<file path="src/rtl/irsa_pkg.sv">
// ----------------------------------------------------------------------------
// IR relay selector / attenuator controller package
// Shared types, key codes and register indexes.
// ----------------------------------------------------------------------------
`default_nettype none

package irsa_pkg;

  localparam int NumChannels = 4;
  localparam int ChanW       = 2;
  localparam int AttBits     = 6;
  localparam int CntW        = 4;   // holds two passes over the relay bits
  localparam int IdxW        = 3;

  localparam logic [AttBits-1:0] AttMax = '1;

  // key codes
  localparam logic [3:0] KeyNone   = 4'd0;
  localparam logic [3:0] KeyChUp   = 4'd1;
  localparam logic [3:0] KeyChDown = 4'd2;
  localparam logic [3:0] KeyVolUp  = 4'd3;
  localparam logic [3:0] KeyVolDn  = 4'd4;
  localparam logic [3:0] KeyOk     = 4'd5;
  localparam logic [3:0] KeyCh1    = 4'd6;
  localparam logic [3:0] KeyCh2    = 4'd7;
  localparam logic [3:0] KeyCh3    = 4'd8;
  localparam logic [3:0] KeyCh4    = 4'd9;

  // configuration register indexes
  localparam logic [3:0] RegProtocol   = 4'd0;
  localparam logic [3:0] RegAddress    = 4'd1;
  localparam logic [3:0] RegSwitchOrd  = 4'd2;
  localparam logic [3:0] RegStartChan  = 4'd3;

  localparam logic TargetChan  = 1'b0;
  localparam logic TargetAtten = 1'b1;

  typedef struct packed {
    logic [7:0]  frame_protocol;
    logic [15:0] frame_address;
    logic [3:0]  key;
    logic        repeat_req;
  } in_req_t;

  typedef struct packed {
    logic        target;
    logic [5:0]  port_value;
    logic        settle_wait;
    logic        last;
  } out_res_t;

endpackage

`default_nettype wire

</file>
<file path="src/rtl/ir_relay_selector_attenuator_ctrl.sv">
// Throughput: the relay scan walks one relay bit per cycle while the output is free, and
// the next request is taken only once the sequence for the last one has ended.
// Reset: asynchronous, all attenuator relays set, all stored attenuations at
// maximum, start channel applied on the first request.
// ----------------------------------------------------------------------------
// IR relay selector / attenuator controller
// Decodes remote keys into channel and attenuation changes and sequences the
// relay port writes through one shared output register, stepping attenuation bit by bit.
// ----------------------------------------------------------------------------
`default_nettype none

module ir_relay_selector_attenuator_ctrl (
  input  wire logic               clk_i,
  input  wire logic               rst_ni,
  input  wire logic               cfg_valid_i,
  output      logic               cfg_ready_o,
  input  wire logic [3:0]         cfg_index_i,
  input  wire logic [15:0]        cfg_data_i,
  input  wire logic               in_valid_i,
  output      logic               in_stall_o,
  input  wire irsa_pkg::in_req_t  in_req_i,
  output      logic               out_valid_o,
  input  wire logic               out_stall_i,
  output      irsa_pkg::out_res_t out_res_o
);

  typedef enum logic [2:0] {
    StIdle, StDecode, StMute, StLoad, StSelect, StScan
  } state_e;

  state_e state_q, state_d;

  // configuration
  logic [7:0]                  protocol_q;
  logic [15:0]                 address_q;
  logic                        switch_ord_q;
  logic [irsa_pkg::ChanW-1:0]  start_chan_q;

  // block state
  irsa_pkg::in_req_t           req_q;
  logic [irsa_pkg::ChanW-1:0]  cur_chan_q, cur_chan_d;
  logic [irsa_pkg::ChanW-1:0]  applied_chan_q, applied_chan_d;
  logic                        applied_valid_q, applied_valid_d;
  logic [irsa_pkg::AttBits-1:0] cur_att_q, cur_att_d;
  logic [irsa_pkg::AttBits-1:0] att_port_q, att_port_d;
  logic [irsa_pkg::AttBits-1:0] att_mem_q [irsa_pkg::NumChannels];
  logic                        mem_we;
  logic [irsa_pkg::CntW-1:0]   cnt_q, cnt_d;
  logic                        dir_up_q, dir_up_d;

  logic                        out_valid_q, out_valid_d;
  irsa_pkg::out_res_t          out_q, out_d;
  logic                        out_free;
  logic                        emit;

  // decode
  logic [irsa_pkg::ChanW-1:0]   ch_base, ch_new;
  logic [irsa_pkg::AttBits-1:0] at_inc, at_dec, at_new;
  logic                         frame_match;

  // scan unit
  logic                         pass2;
  logic [irsa_pkg::IdxW-1:0]    bit_idx;
  logic                         bit_diff;
  logic                         bit_val;
  logic [irsa_pkg::AttBits-1:0] port_new;
  logic                         scan_end;
  logic [irsa_pkg::NumChannels-1:0] chan_onehot;

  assign cfg_ready_o = 1'b1;
  assign in_stall_o  = (state_q != StIdle);
  assign out_valid_o = out_valid_q;
  assign out_res_o   = out_q;
  assign out_free    = !out_valid_q || !out_stall_i;

  always_comb begin
    ch_base     = applied_valid_q ? cur_chan_q : start_chan_q;
    frame_match = (req_q.frame_protocol == protocol_q) &&
                  (req_q.frame_address == address_q);
    at_inc      = (cur_att_q == irsa_pkg::AttMax) ? cur_att_q : cur_att_q + 1'b1;
    at_dec      = (cur_att_q == '0) ? cur_att_q : cur_att_q - 1'b1;
    ch_new      = ch_base;
    at_new      = cur_att_q;
    if (frame_match) begin
      case (req_q.key) inside
        irsa_pkg::KeyVolUp: at_new = at_dec;
        irsa_pkg::KeyVolDn: at_new = at_inc;
        irsa_pkg::KeyChUp: begin
          if (!req_q.repeat_req) ch_new = ch_base + 1'b1;
        end
        irsa_pkg::KeyChDown: begin
          if (!req_q.repeat_req) ch_new = ch_base - 1'b1;
        end
        [irsa_pkg::KeyCh1:irsa_pkg::KeyCh4]: begin
          if (!req_q.repeat_req) begin
            ch_new = irsa_pkg::ChanW'(req_q.key - irsa_pkg::KeyCh1);
          end
        end
        default: ;
      endcase
    end
  end

  // one relay bit per step: index from pass and direction
  always_comb begin
    pass2 = 1'b0;
    if (switch_ord_q) begin
      pass2   = (cnt_q >= irsa_pkg::CntW'(irsa_pkg::AttBits));
      bit_idx = pass2 ? irsa_pkg::IdxW'(cnt_q - irsa_pkg::CntW'(irsa_pkg::AttBits))
                      : irsa_pkg::IdxW'(cnt_q);
    end else if (dir_up_q) begin
      bit_idx = irsa_pkg::IdxW'(cnt_q);
    end else begin
      bit_idx = irsa_pkg::IdxW'(irsa_pkg::CntW'(irsa_pkg::AttBits - 1) - cnt_q);
    end
    bit_diff = att_port_q[bit_idx] != cur_att_q[bit_idx];
    // first make-before-break pass only makes; a break just waits
    bit_val  = (switch_ord_q && !pass2 && !cur_att_q[bit_idx]) ? att_port_q[bit_idx]
                                                                : cur_att_q[bit_idx];
    port_new = att_port_q;
    port_new[bit_idx] = bit_val;
    scan_end = (port_new == cur_att_q);
  end

  assign chan_onehot = irsa_pkg::NumChannels'(1) << cur_chan_q;

  always_comb begin
    state_d         = state_q;
    cur_chan_d      = cur_chan_q;
    applied_chan_d  = applied_chan_q;
    applied_valid_d = applied_valid_q;
    cur_att_d       = cur_att_q;
    att_port_d      = att_port_q;
    cnt_d           = cnt_q;
    dir_up_d        = dir_up_q;
    mem_we          = 1'b0;
    emit            = 1'b0;
    out_d           = out_q;
    unique case (state_q)
      StIdle: begin
        if (in_valid_i) state_d = StDecode;
      end
      StDecode: begin
        cur_chan_d = ch_new;
        cur_att_d  = at_new;
        cnt_d      = '0;
        dir_up_d   = at_new < att_port_q;
        if (!applied_valid_q || ch_new != applied_chan_q) begin
          mem_we  = applied_valid_q;
          state_d = StMute;
        end else if (at_new != att_port_q) begin
          state_d = StScan;
        end else begin
          state_d = StIdle;
        end
      end
      StMute: begin
        if (out_free) begin
          emit    = 1'b1;
          out_d   = '{target: irsa_pkg::TargetChan, port_value: '0,
                      settle_wait: 1'b1, last: 1'b0};
          state_d = StLoad;
        end
      end
      StLoad: begin
        if (out_free) begin
          emit       = 1'b1;
          cur_att_d  = att_mem_q[cur_chan_q];
          att_port_d = att_mem_q[cur_chan_q];
          out_d      = '{target: irsa_pkg::TargetAtten,
                         port_value: 6'(att_mem_q[cur_chan_q]),
                         settle_wait: 1'b0, last: 1'b0};
          state_d    = StSelect;
        end
      end
      StSelect: begin
        if (out_free) begin
          emit            = 1'b1;
          applied_chan_d  = cur_chan_q;
          applied_valid_d = 1'b1;
          out_d           = '{target: irsa_pkg::TargetChan,
                              port_value: 6'(chan_onehot),
                              settle_wait: 1'b1, last: 1'b1};
          state_d         = StIdle;
        end
      end
      StScan: begin
        if (!bit_diff) begin
          cnt_d = cnt_q + 1'b1;
        end else if (out_free) begin
          emit       = 1'b1;
          att_port_d = port_new;
          cnt_d      = cnt_q + 1'b1;
          out_d      = '{target: irsa_pkg::TargetAtten, port_value: 6'(port_new),
                         settle_wait: 1'b1, last: scan_end};
          if (scan_end) state_d = StIdle;
        end
      end
      default: state_d = StIdle;
    endcase
    out_valid_d = emit ? 1'b1 : (out_stall_i ? out_valid_q : 1'b0);
  end

  always_ff @(posedge clk_i or negedge rst_ni) begin
    if (!rst_ni) begin
      state_q         <= StIdle;
      protocol_q      <= '0;
      address_q       <= '0;
      switch_ord_q    <= 1'b0;
      start_chan_q    <= '0;
      cur_chan_q      <= '0;
      applied_chan_q  <= '0;
      applied_valid_q <= 1'b0;
      cur_att_q       <= irsa_pkg::AttMax;
      att_port_q      <= irsa_pkg::AttMax;
      for (int i = 0; i < irsa_pkg::NumChannels; i++) begin
        att_mem_q[i] <= irsa_pkg::AttMax;
      end
      cnt_q           <= '0;
      dir_up_q        <= 1'b0;
      out_valid_q     <= 1'b0;
    end else begin
      state_q         <= state_d;
      cur_chan_q      <= cur_chan_d;
      applied_chan_q  <= applied_chan_d;
      applied_valid_q <= applied_valid_d;
      cur_att_q       <= cur_att_d;
      att_port_q      <= att_port_d;
      cnt_q           <= cnt_d;
      dir_up_q        <= dir_up_d;
      out_valid_q     <= out_valid_d;
      // save the attenuation of the channel being left
      if (mem_we) att_mem_q[applied_chan_q] <= cur_att_d;
      if (cfg_valid_i) begin
        unique case (cfg_index_i)
          irsa_pkg::RegProtocol:  protocol_q   <= cfg_data_i[7:0];
          irsa_pkg::RegAddress:   address_q    <= cfg_data_i;
          irsa_pkg::RegSwitchOrd: switch_ord_q <= cfg_data_i[0];
          irsa_pkg::RegStartChan: start_chan_q <= cfg_data_i[irsa_pkg::ChanW-1:0];
          default: ;
        endcase
      end
    end
  end

  // payload registers
  always_ff @(posedge clk_i) begin
    if (state_q == StIdle && in_valid_i) req_q <= in_req_i;
    out_q <= out_d;
  end

  a_busy_after_accept: assert property (@(posedge clk_i) disable iff (!rst_ni)
    (in_valid_i && !in_stall_o) |=> in_stall_o)
    else $error("request accepted while sequencer idle next cycle");

  a_applied_sticky: assert property (@(posedge clk_i) disable iff (!rst_ni)
    applied_valid_q |=> applied_valid_q)
    else $error("applied channel flag dropped");

  a_scan_has_work: assert property (@(posedge clk_i) disable iff (!rst_ni)
    (state_q == StScan) |-> (att_port_q != cur_att_q))
    else $error("relay scan running with port already at goal");

endmodule

`default_nettype wire

</file>
<file path="config.mk">
export PLATFORM = sky130hd
export DESIGN_NAME = ir_relay_selector_attenuator_ctrl
export DESIGN_NICKNAME = d
export VERILOG_FILES = /design/src/rtl/irsa_pkg.sv /design/src/rtl/ir_relay_selector_attenuator_ctrl.sv
export SDC_FILE = /design/constraint.sdc
export NUM_CORES = 1
export LEC_CHECK = 0
export BUFFER_PORTS_ARGS = -buffer_cell sky130_fd_sc_hd__buf_4
export CAP_MARGIN = 25
export CORE_ASPECT_RATIO = 0.6
export CORE_MARGIN = 4
export CORE_UTILIZATION = 45
export CTS_CLUSTER_DIAMETER = 120
export DETAILED_ROUTE_END_ITERATION = 10
export PLACE_DENSITY = 0.74
export REMOVE_ABC_BUFFERS = 1
export SYNTH_ARGS = -nofsm -noshare
export SYNTH_HDL_FRONTEND = slang
export SYNTH_SLANG_ARGS = --single-unit
</file>
<file path="constraint.sdc">
create_clock -name clk_i -period 2.8 [get_ports clk_i]
set_clock_uncertainty 0.15 [all_clocks]
set_input_delay 0.7 -clock clk_i [delete_from_list [all_inputs] [get_ports clk_i]]
set_output_delay 0.7 -clock clk_i [all_outputs]
set_load 0.02 [all_outputs]
</file>
==> Word level (Yosys, flattened, before mapping) <==
Cells that the tools add are included.
{ "totals": {"ff_bits": 115, "latchBits": 0, "ram_bits": 0, "mem_bits_ro": 0, "inputBits": 54, "output_inout_bits": 12, "elab_cells": 169, "n_memories": 0} }
{ "op_classes": {"add_sub_neg": 8, "mul": 0, "div_mod_pow": 0, "order_cmp": 9, "n_eq_ne": 28, "n_shift": 1, "mux": 65, "bitwise_logic": 2, "reduce_logical": 31} }
{ "ops": {"columns": ["op", "count"], "rows": [
  ["6-bit two-way mux", 12],
  ["9-bit two-way mux", 5],
  ["3-bit two-way mux", 12],
  ["9-bit one-hot mux with 4 select lines", 1],
  ["24-bit bitwise mux", 1],
  ["6-bit one-hot mux with 2 select lines", 2],
  ["2-bit two-way mux", 10],
  ["3-bit one-hot mux with 6 select lines", 1],
  ["16-bit equality test", 1],
  ["4-bit by 2-bit equality test with 1-bit output (second input constant)", 4],
  ["2-bit != test (second input constant)", 7],
  ["6-bit binary-select mux with 2-bit select", 1],
  ["6-bit demux with 2-bit select", 1],
  ["2-bit AND reduction", 6],
  ["1-bit two-way mux", 11],
  ["4-bit by 1-bit equality test with 1-bit output (second input constant)", 2],
  ["8-bit equality test", 1],
  ["4-bit by 3-bit greater-or-equal comparator with 1-bit output (second input constant)", 2],
  ["4-bit two-way mux", 2],
  ["4-bit one-hot mux with 2 select lines", 1],
  ["1-bit logical AND", 7],
  ["7-bit AND reduction", 1],
  ["6-bit by 1-bit adder with 6-bit output (second input constant)", 1],
  ["1-bit binary-select mux with 3-bit select", 2],
  ["40 further kinds", 50]
]} }

==> Depth between registers and ports, before layout <==
Gate-level depths: netlist of run 1.
{ "logic_depth": {"ltp_word": 14, "mapped_depth": 14, "mapped_depth_nobuf": 13} }

==> Worst setup path after synthesis of run 1 <==
No wires, ideal clock.
{ "synth_path": {"path_kind": "register -> register", "from": "register cnt_q[1] (netlist name)", "to": "register out_q (netlist bit out_res_o[0]) (enable)", "setup_time_ns": 0.378, "arrival_time_ns": 2.630, "t_required_ns": 2.272, "slack_ns": -0.357, "path_stages_with_launch": 11, "n_path_buf": 1, "period_less_slack_ns": 3.157, "cell_sequence": "dfrtp_1 ha_1 and2_1 o2111ai_1 and3_1 clkbuf_1 nor2_1 o21ai_1 xor2_1 o21ai_0 a21oi_1"} }
{ "synth_between": {"elab_chain_len": 8, "word_cells_on_any_way": 13, "classes_between": "add/sub: 2; order compare: 1; eq/ne: 2; mux: 7; reduce/logical: 1"} }
{ "synth_lines": {"columns": ["element", "line_no", "text"], "rows": [
  ["from (decl)", "ir_relay_selector_attenuator_ctrl.sv:48", "logic [irsa_pkg::CntW-1:0] cnt_q, cnt_d;"],
  ["from (signal assigned)", "ir_relay_selector_attenuator_ctrl.sv:229", "cnt_q <= cnt_d;"],
  ["4-bit by 3-bit greater-or-equal comparator with 1-bit output (tied with other cells)", "ir_relay_selector_attenuator_ctrl.sv:108", "pass2 = (cnt_q >= irsa_pkg::CntW'(irsa_pkg::AttBits));"],
  ["3-bit two-way mux (on tied branches)", "ir_relay_selector_attenuator_ctrl.sv:109, ir_relay_selector_attenuator_ctrl.sv:111", null],
  ["3-bit two-way mux (*)", "ir_relay_selector_attenuator_ctrl.sv:107", "if (switch_ord_q) begin"],
  ["1-bit binary-select mux with 3-bit select", "ir_relay_selector_attenuator_ctrl.sv:116", "bit_diff = att_port_q[bit_idx] != cur_att_q[bit_idx];"],
  ["1-bit two-way mux (implied by the code)", "ir_relay_selector_attenuator_ctrl.sv:116", null],
  ["1-bit != test (*)", "ir_relay_selector_attenuator_ctrl.sv:116", null],
  ["2-bit != test (no line) (*)", null, null],
  ["6-bit AND reduction (no line) (*)", null, null],
  ["to (signal assigned)", "ir_relay_selector_attenuator_ctrl.sv:249", "out_q <= out_d;"],
  ["to (decl)", "ir_relay_selector_attenuator_ctrl.sv:52", "irsa_pkg::out_res_t out_q, out_d;"]
]} }
Mark *: on every way between the ends. The rest lies on a longest branch, timed or not. The select of a mux whose other input is x is not followed.
A chain may end at the register's enable or synchronous reset.

==> Worst setup path after layout of run 1 <==
{ "layout_path": {"from": "register address_q[13]", "to": "register att_mem_q[12] (netlist name)"} }
{ "layout_between": {"elab_chain_len": 7, "word_cells_on_any_way": 10, "classes_between": "eq/ne: 2; mux: 6; reduce/logical: 2"} }
{ "layout_lines": {"columns": ["element", "line_no", "text"], "rows": [
  ["from (decl)", "ir_relay_selector_attenuator_ctrl.sv:35", "logic [15:0] address_q;"],
  ["from (signal assigned)", "ir_relay_selector_attenuator_ctrl.sv:237", "irsa_pkg::RegAddress: address_q <= cfg_data_i;"],
  ["16-bit equality test (*)", "ir_relay_selector_attenuator_ctrl.sv:79", "(req_q.frame_address == address_q);"],
  ["1-bit logical AND (*)", "ir_relay_selector_attenuator_ctrl.sv:78", "frame_match = (req_q.frame_protocol == protocol_q) &&"],
  ["2-bit two-way mux", "ir_relay_selector_attenuator_ctrl.sv:84", "if (frame_match) begin"],
  ["2-bit != test", "ir_relay_selector_attenuator_ctrl.sv:148", "if (!applied_valid_q || ch_new != applied_chan_q) begin"],
  ["1-bit logical OR", "ir_relay_selector_attenuator_ctrl.sv:148", null],
  ["1-bit two-way mux", "ir_relay_selector_attenuator_ctrl.sv:148", null],
  ["1-bit two-way mux", "ir_relay_selector_attenuator_ctrl.sv:139", "unique case (state_q)"],
  ["to (signal, indexed assignment)", "ir_relay_selector_attenuator_ctrl.sv:217", "att_mem_q[i] <= irsa_pkg::AttMax;"],
  ["to (signal, indexed assignment)", "ir_relay_selector_attenuator_ctrl.sv:233", "if (mem_we) att_mem_q[applied_chan_q] <= cur_att_d;"],
  ["to (decl)", "ir_relay_selector_attenuator_ctrl.sv:46", "logic [irsa_pkg::AttBits-1:0] att_mem_q [irsa_pkg::NumChannels];"]
]} }
Mark *: on every way between the ends. The rest lies on a longest branch, timed or not.

==> results by group, run 1 <==
Run status
  – Status: finished, violations left
  – Failing checks: negative setup slack

Route
  – DRC viols: 0
  – WL/cell: ~19 um
  – Avg Vias per Cell: 5.68
  – Metal1 wirelength: 8130 um
  – Routed length on met3: approximately 1200 um
  – Total length of routed wires: ~17000 um
  – Initial DRC Count: around 600
  – Highest metal used: met4
  – Routed vias: 5223
  – Post-route ant nets: 0
  – Met2 WL: around 7500 um
  – Drt pass-1 iters: 5

Timing
  – Peak Freq: about 330 MHz
  – Worst Tran Pin Value: 777 ps
  – Final slew viol count: 0
  – Final setup vio count: 29
  – Final period util: 1.09
  – Final min period: around 3100 ps
  – RSZ-0062 raised after global routing: yes
  – Rel. slew slack: 0.482
  – Final WS setup: -260 ps
  – Setup TNS: -4960 ps
  – Final hold vios: 0

Place
  – Input/output buffers: 64
  – Placer Congestion: about 0.90
  – Pre-CTS setup slack: -246 ps
  – Placed cells: between 800 and 900
  – Dpl hpwl: 12000 um

Die
  – Row count: 33
  – Initial core utilization: 0.464
  – Die Footprint: ~16000 sq um
  – Io pins: 66
  – Die H: ~100 um
  – Chip Width: about 160 um
  – Core Footprint: around 14000 sq um

Synthesis
  – Simple-Gate Fraction of Synth Area: 0.136
  – Post-synth EDFFs: 38
  – Mapped cell area: between 6000 and 7000 sq um
  – Top_reg_cell synth: dfrtp_1
  – Synth cell types: 72
  – Synth Warn #: 0
  – Syn_area_per_cell: 10.9 sq um
  – Post-synthesis mux area share: 0.129
  – Async set-reset flop share out of synthesis: 0.670
  – Synth Area in Compound Gates: 0.140
  – Register area share after synthesis: 0.486
  – Post-synthesis cell count: about 590
  – Adder-cell share of the synthesized area: 0.0215
  – Post-Synth XOR/XNOR Area: 0.0534
  – Flops & latches, synth: approximately 120
  – Largest family of logic cells by synthesized area: compound AO/OA/AOI/OAI gates

Power
  – Pwr Density: about 1000 nW/um^2
  – Worst IR Drop VDD: between 0.4 and 0.5 mV
  – Lkg Pwr: 3.46 nW
  – Tot Pwr: between 8 and 9 mW

Worst setup path
  – Critical path arrival: roughly 3300 ps
  – Cell count of the worst reg-to-reg path: 11
  – R2R Setup Slk: -260 ps
  – WP data required: roughly 3000 ps
  – WS Path Type: flop to flop
  – Reg2Reg Capture Point: att_mem_q[12]
  – Critical path endpoint category: flop
  – CP startpoint kind: flop
  – Worst R2R Start: address_q[13]
  – Worst Path Max Fanout: 6

CTS
  – Clock latency on the worst-skew pair: between 400 and 500 ps
  – Clk buf depth: 2
  – Clock sinks: roughly 120
  – H-tree Lvls: 4
  – Total CTS buffers: 17
  – Root Buffer: clkbuf_16
  – CTS tree: done
  – Clk pin slew, worst setup/hold paths: around 60 ps
  – CTS Hold Bufs: 0

Final layout
  – Layout Cells excl Fill: between 900 and 1000
  – N_diodes: 0
  – Fin nets: around 780
  – Most frequent cells in the layout: buf_4 (130), nand2_1 (45), mux2_2 (41), dfrtp_1 (41), nor2_1 (40)
  – Most common cell after layout, fill and taps aside: buf_4
  – Layout area overhead: 31.8%
  – Share of cells above drive strength 1: 0.437

Worst hold path
  – HP Class: input pin to asynchronous set/reset pin

Job
  – Max cap viols: 0

Global route
  – Vias in the first global route: a little over 5000
  – Pin count of the biggest net entering global routing: 57
  – Gr ovfl total: 0
  – Initial antenna violation count: 0
  – Gr usage total: 0.213
  – First-pass GRT wire length: 27100 um
registers in the layout (all words and copies together), names as in the netlist:
signal and cells:
cnt_q 4, att_port_q 6, req_q 29, start_chan_q 2, applied_valid_q 1, applied_chan_q 2
cur_att_q 6, att_mem_q 24, switch_ord_q 1, state_q 3, dir_up_q 1, protocol_q 8
address_q 16, out_valid_o 1, out_res_o 9, cur_chan_q 2
worst max-delay path: stages, from the launching register on:
cell      delay (ps)
dfrtp_1          400
xor2_2           190
nor4_2           300
buf_4            160
nand4_1          150
nor2_2           180
buf_4            130
buf_6            100
and4b_1          240
o211ai_1         200
a211o_2          490
mux2_2           300
worst max path at each step:
stage	cells past startpoint	from	slack (ps)	to
global route	14	req_q[22]	-450	dir_up_q
finish	11	address_q[13]	-260	att_mem_q[12]
global placement	14	req_q[12]	-170	dir_up_q
CTS	12	address_q[13]	-150	att_mem_q[6]
detailed placement	12	address_q[7]	-250	state_q[2]
floorplan	9	cnt_q[1]	-390	out_res_o[0]
power by group:
group,internal [mW],leakage [nW],switching [mW]
Combinational,1.77,1.96,2.16
Clock,1.22,0.267,0.827
Sequential,2.33,1.24,0.371
synth_stat cells, drive strengths merged, types with 2 or more instances:
| library cell | number | area [sq um] |
|---|---|---|
| nor4 | 8 | 50.1 |
| nand3b | 4 | 30.0 |
| o211ai | 7 | 57.6 |
| nand4 | 8 | 50.1 |
| a32oi | 3 | 33.8 |
| o21ai | 43 | 219 |
| xor2 | 26 | 228 |
| a21o | 7 | 55.1 |
| ha | 11 | 138 |
| and2 | 6 | 40.0 |
| nand2 | 46 | 173 |
| inv | 19 | 71.3 |
| nor2b | 9 | 56.3 |
| o221ai | 3 | 26.3 |
| xnor2 | 13 | 114 |
| nor4b | 3 | 41.3 |
| nor3b | 2 | 15.0 |
| a221o | 2 | 20.0 |
| edfxtp | 38 | 1140 |
| mux2i | 7 | 82.6 |
| a21oi | 22 | 114 |
| dfstp | 36 | 946 |
| clkbuf | 18 | 67.6 |
| a22oi | 14 | 105 |
| nand2b | 10 | 62.6 |
| a31oi | 7 | 43.8 |
| dfrtp | 41 | 1030 |
| nor2 | 46 | 185 |
| nand3 | 10 | 50.1 |
| nand4b | 2 | 17.5 |
| mux4 | 6 | 135 |
| a22o | 7 | 61.3 |
| a211oi | 2 | 15.0 |
| o21a | 2 | 15.0 |
| mux2 | 54 | 608 |
| nor3 | 7 | 35.0 |
| buf | 13 | 75.1 |
| o22ai | 2 | 12.5 |
| and3 | 4 | 26.3 |
| a211o | 2 | 17.5 |
routing by layer:
metal	vias to the layer above	track usage
met5	-	0
met4	0	0.0617
met3	22	0.0521
met2	205	0.307
met1	2588	0.320
li1	2408	-
layout make-up:
cell class / count / area (sq um)
Tap cell: 192 / 240
Sequential cell: 115 / 3110
Clock buffer: 17 / 425
Inverter: 19 / 71.3
Clock inverter: 15 / 133
Fill cell: 1081 / 5350
Timing Repair Buffer: 140 / 1090
Multi-Input combinational cell: 421 / 3360
what timing repair did:
action	CTS	global route
buffers inserted	2	10
gates resized for setup	16	58
pin swaps	8	30
setup endpoints to repair	41	48
gates cloned	0	2
through the flow:
stage	util	hold slack (ps)	instance area, sq um
floorplan	-	254	6260
global placement	0.541	344	7460
detailed placement	0.541	350	7460
CTS	0.587	225	8090
global route	0.612	258	8440
finish	0.612	197	8440
cells by family (layout without fill, tap and decap cells):
| logic type | Yosys count | count (layout) |
|---|---|---|
| AND/OR/NAND/NOR | 170 | 170 |
| buffers and inverters | 50 | 191 |
| flip-flops | 115 | 115 |
| AO/OA/AOI/OAI | 133 | 133 |
| multiplexers | 67 | 67 |
| other | 1 | 1 |
| XOR/XNOR | 39 | 39 |
| adder cells (fa/ha/maj) | 11 | 11 |
Power figures use the tool's default switching activity.
==> inputs of run 2 (changes only) <==
CORE_UTILIZATION = 50   (was 45)
PLACE_DENSITY = 0.77   (was 0.74)
clock period = 3.6 ns   (was 2.8 ns; I/O delays follow)
==> run 2 against run 1 <==
The flow now finishes without violations. Worst hold slack lost 74 ps. Core utilization grew 1.3 points. Cell area shrank 8.9%. Critical path depth grew 1. Sequential share of layout area grew 3.6 points. Die area shrank 9.4%. Total power shrank 27%. Cell count shrank 9.9%. Sequential power shrank 20%. Routed wire length shrank 4.0%. Count of clock-buffer cells in the layout grew 1. Critical path type unchanged. Critical endpoint is now state_q[0]. Largest power group unchanged. Highest routed layer unchanged.
==> results by group, run 2 (same netlist as run 1, synthesis figures left out) <==
Worst setup path
  – Worst Path Max Fanout: 12
  – CP peak stage delay: 600 ps
  – CP startpoint kind: flop
  – Critical path endpoint category: flop
  – WS Path Type: flop to flop
  – Critical path arrival: roughly 3600 ps
  – Critical path cell sequence: nor2b_1 -> nor2b_1 -> buf_4 -> nand3_1 -> nand2_1 -> a21oi_1 -> a21oi_1 -> ha_1 -> and4_1 -> a31oi_1 -> nand3_1 -> o221ai_1
  – CP max-delay cell: edfxtp_1
  – WP data required: roughly 3800 ps

CTS
  – Clock latency on the worst-skew pair: approximately 420 ps
  – Total CTS buffers: 17
  – Clock sinks: around 120
  – CTS tree: done
  – Clk pin slew, worst setup/hold paths: roughly 60 ps
  – Root Buffer: clkbuf_16
  – Clk buf depth: 2
  – CTS Hold Bufs: 0
  – Setup bufs post-CTS: 0
  – Post-cts sizing count: 0
  – H-tree Lvls: 4

Final layout
  – Layout Cells excl Fill: 828
  – Largest Register: req_q
  – Finished Cell Area: 7680 sq um
  – Final core occ: 0.625
  – Most common cell after layout, fill and taps aside: buf_4
  – Layout area overhead: 20.0%
  – Max reg flops: 29
  – Share of cells above drive strength 1: 0.339
  – N_diodes: 0
  – Top flop regs: req_q x29, att_mem_q x24, address_q x16
  – Fin nets: around 720
  – Most frequent cells in the layout: buf_4 (75), mux2_2 (52), nand2_1 (46)

Global route
  – Gr usage total: 0.229
  – Top Usage Layer GRT: met1
  – First-pass GRT wire length: 25800 um
  – Vias in the first global route: just under 5000
  – GR Util met3: 0.0694
  – Met2 GRT Util: 0.329
  – Gr ovfl total: 0
  – GR Util met1: 0.337
  – Initial antenna violation count: 0
  – Pin count of the biggest net entering global routing: 78

Run status
  – Status: completed

Route
  – Routed vias: 4997
  – Avg Vias per Cell: just over 6
  – DRC viols: 0
  – WL/cell: between 15 and 20 um
  – Drt pass-1 iters: 5
  – Total length of routed wires: between 15000 and 20000 um
  – Initial DRC Count: slightly below 500
  – Post-route ant nets: 0

Timing
  – Worst Tran Pin Value: between 700 and 800 ps
  – Rel. slew slack: 0.487
  – Final setup vio count: 0
  – Final slew viol count: 0
  – Setup TNS: 0 ps
  – Final min period: roughly 3400 ps
  – Final period util: 0.945
  – Final hold vios: 0
  – Peak Freq: just under 300 MHz

Die
  – Die Footprint: 14700 sq um
  – Chip Width: between 150 and 200 um
  – Row count: 31
  – Io pins: 66
  – Core Footprint: about 12000 sq um
  – Initial core utilization: 0.521
  – Die H: 95.7 um

Place
  – Input/output buffers: 64
  – Dpl hpwl: roughly 12000 um
  – DP Area: around 7000 sq um
  – Placer Congestion: around 0.9
  – Placed cells: approximately 800

Power
  – Worst IR Drop VDD: between 0.3 and 0.4 mV
  – Pwr Density: 821 nW/um^2
  – Lkg Pwr: just over 3 nW

Worst hold path
  – HP Class: input pin to asynchronous set/reset pin

Job
  – Max cap viols: 0
==> run 2: cell count changes in the layout (fill, tap and decap cells not counted), moves of 3 or more <==
cell      delta
o21ai_1      -6
clkinv_2     -3
o21ai_2      -3
mux2_4      -12
a21oi_1      +4
mux2_2      +11
nor4_2       -3
nor4_1       +3
o21ai_0     +10
buf_6        -8
a21oi_2      -3
buf_4       -55
==> run 2: layout make-up <==
class | count | area, sq um
inverters | 19 | 71.3
repair buffers | 76 | 591
clock buffers | 18 | 429
clock inverters | 14 | 169
fillers | 949 | 4610
flip-flops and latches | 115 | 3110
multi-input cells | 421 | 3100
well taps | 165 | 206
==> run 2: final timing paths <==
check	from	to	slack, ps	cells after the start
min in group clk_i	att_mem_q[1]	att_mem_q[1]	360	2
worst max-delay path	req_q[2]	state_q[0]	200	12
max in group asynchronous	rst_ni	att_mem_q[10]	2570	2
worst max register to register	req_q[2]	state_q[0]	200	12
worst min register to register	att_mem_q[1]	att_mem_q[1]	360	2
worst min-delay path	rst_ni	address_q[8]	120	1
==> run 2: per-stage QoR <==
step / power [mW] / setup slack (ps) / hold slack, ps
floorplan: 3.70 / 410 / 325
global placement: 4.39 / 306 / 342
detailed placement: 4.50 / 232 / 355
CTS: 6.23 / 173 / 361
global route: 6.65 / -10.0 / 111
finish: 6.30 / 198 / 123
==> run 2: critical path, delay by kind of cell, from the launching register on <==
family	cells	cell delay [ps]
simple gates	6	1330
compound gates	4	740
flops	1	600
fa+ha+maj	1	310
buf+inv	1	190
==> run 2: routing by layer <==
layer	wire length (um)	vias to the layer above
met5	0	-
met2	7280	228
li1	-	2285
met1	7710	2465
met4	161	0
met3	1280	19
==> run 2: where the power goes <==
| group | leakage, nW | internal, mW | switching [mW] |
|---|---|---|---|
| Combinational | 1.58 | 0.985 | 1.45 |
| Sequential | 1.24 | 1.81 | 0.344 |
| Clock | 0.290 | 1.04 | 0.675 |
| Total | 3.11 | 3.84 | 2.46 |
==> inputs of run 3 (changes only) <==
REMOVE_ABC_BUFFERS = default   (was 1)
==> run 3 against run 2 <==
Sequential power about the same. Via count increased by 1.6%. Core utilization increased by 0.061 points. Sequential share of layout area about the same. Critical path type unchanged. Combinational power about the same.
==> results by group, run 3 (same netlist as run 1, synthesis figures left out) <==
Final layout
  – Top flop regs: req_q x29, att_mem_q x24, address_q x16
  – Largest Register: req_q
  – N_diodes: 0
  – Layout area overhead: 20.1%
  – Share of cells above drive strength 1: 0.339
  – Finished Cell Area: slightly below 8000 sq um
  – Most frequent cells in the layout: buf_4 (78), mux2_2 (52), nand2_1 (46)
  – Fin nets: about 700
  – Max reg flops: 29
  – Most common cell after layout, fill and taps aside: buf_4

Timing
  – Final slew viol count: 0
  – Final WS setup: between 100 and 150 ps
  – Final hold vios: 0
  – Worst Tran Pin Value: 896 ps
  – Final setup vio count: 0
  – Rel. slew slack: 0.398
  – Setup TNS: 0 ps
  – Peak Freq: between 200 and 300 MHz
  – Final min period: between 3000 and 4000 ps
  – Hold_ws: ~150 ps
  – Final period util: 0.961
  – RSZ-0062 raised after global routing: no

Die
  – Die H: around 96 um
  – Core Footprint: approximately 12000 sq um
  – Die Footprint: 14700 sq um
  – Chip Width: ~150 um
  – Io pins: between 60 and 70
  – Initial core utilization: 0.521
  – Row count: 31

Power
  – Lkg Pwr: 3.12 nW
  – Sequential share of power: 0.337
  – Share of power burned in combinational logic: 0.389
  – Sw Share: 0.390
  – Clock group share of total power: 0.274
  – Pwr Density: roughly 820 nW/um^2
  – Int Power: a little under 4 mW
  – Worst IR Drop VDD: roughly 0.42 mV
  – Psw: around 2.5 mW

Route
  – Initial DRC Count: around 520
  – Avg Vias per Cell: between 6 and 7
  – WL/cell: approximately 20 um
  – Routed vias: 5075
  – DRC viols: 0
  – Drt pass-1 iters: 5
  – Total length of routed wires: 16400 um
  – Post-route ant nets: 0

Synthesis
  – Syn nets: 651

CTS
  – Root Buffer: clkbuf_16
  – H-tree Lvls: 4
  – Clk buf depth: 2
  – Clk pin slew, worst setup/hold paths: about 60 ps
  – Total CTS buffers: 17
  – CTS tree: done
  – Clock sinks: between 100 and 150
  – Clock latency on the worst-skew pair: 420 ps

Place
  – DP Area: 7050 sq um
  – Placer Congestion: ~0.90
  – Pre-CTS setup slack: 241 ps
  – Dpl hpwl: 11700 um
  – Input/output buffers: 64

Global route
  – Gr ovfl total: 0
  – Vias in the first global route: approximately 5000
  – Gr usage total: 0.235
  – Initial antenna violation count: 0
  – Pin count of the biggest net entering global routing: between 70 and 80
  – First-pass GRT wire length: approximately 27000 um

Job
  – Max cap viols: 0

Worst setup path
  – Critical path endpoint category: flop
  – Worst Path Max Fanout: 14
  – Critical path arrival: roughly 3700 ps
  – Critical Path Start: address_q[1]
  – CP startpoint kind: flop
  – WS Path Type: flop to flop
  – WP data required: 3790 ps
  – Worst R2R Start: address_q[1]

Run status
  – Status: completed

Worst hold path
  – HP Class: input pin to asynchronous set/reset pin
[run 3: cell types whose count changed in the layout (fill, tap and decap cells not counted), sizes merged]
cell and delta:
buf +3, clkbuf +2, clkinv -2, inv +2, bufinv -1, clkinvlp -1
[run 3: routing by layer]
layer,track usage,routed length [um],vias up
li1,-,-,2284
met1,0.344,7760,2511
met2,0.340,7220,246
met3,0.0608,1200,34
met4,0.0757,267,0
met5,0,0,-
[run 3: layout make-up]
type / count / area (sq um)
clock buffer: 20 / 478
tap: 165 / 206
clock inverter: 12 / 129
multi-input combinational: 421 / 3080
inverter: 19 / 71.3
fill: 919 / 4610
sequential: 115 / 3110
timing repair buffer: 79 / 613
[run 3: power groups by stage]
stage / Sequential [mW] / Clock (mW) / Combinational [mW]
finish: 2.13 / 1.73 / 2.46
global route: 2.18 / 1.81 / 2.70
CTS: 2.12 / 1.74 / 2.41
detailed placement: 2.14 / 0 / 2.38
global placement: 2.12 / 0 / 2.31
floorplan: 2.07 / 0 / 1.71
[run 3: worst max-delay path: stages (launching register included)]
cell and delay [ps]:
dfrtp_1 390, xor2_1 160, nor4_1 570, nand4_1 240
nor2_2 150, buf_4 210, nand4_1 180, o211ai_1 270
nor2_2 110, nor4b_4 540, mux2_2 400
[run 3: worst paths after layout]
kind,to,slack (ps),cells past startpoint
max in group asynchronous,cur_att_q[5],2550,2
setup reg to reg,att_mem_q[10],140,10
setup / recovery,att_mem_q[10],140,10
hold reg to reg,att_mem_q[3],370,2
hold / removal,address_q[8],150,1
min in group clk_i,att_mem_q[3],370,2
[run 3: metrics by stage]
step           cells   util  total power [mW]
3_5_place_dp     798  0.574              4.52
2_1_floorplan    586      -              3.78
4_1_cts          830  0.623              6.27
3_3_place_gp     798  0.574              4.43
5_1_grt          831  0.625              6.69
6_report         831  0.625              6.33
[run 3: what timing repair did]
| item | in CTS | in global routing |
|---|---|---|
| hold buffers | 0 | 0 |
| resized for setup | 0 | 1 |
| setup buffers | 0 | 0 |
| endpoints found under the hold margin | 0 | 0 |
| endpoints found under the setup margin | 0 | 1 |
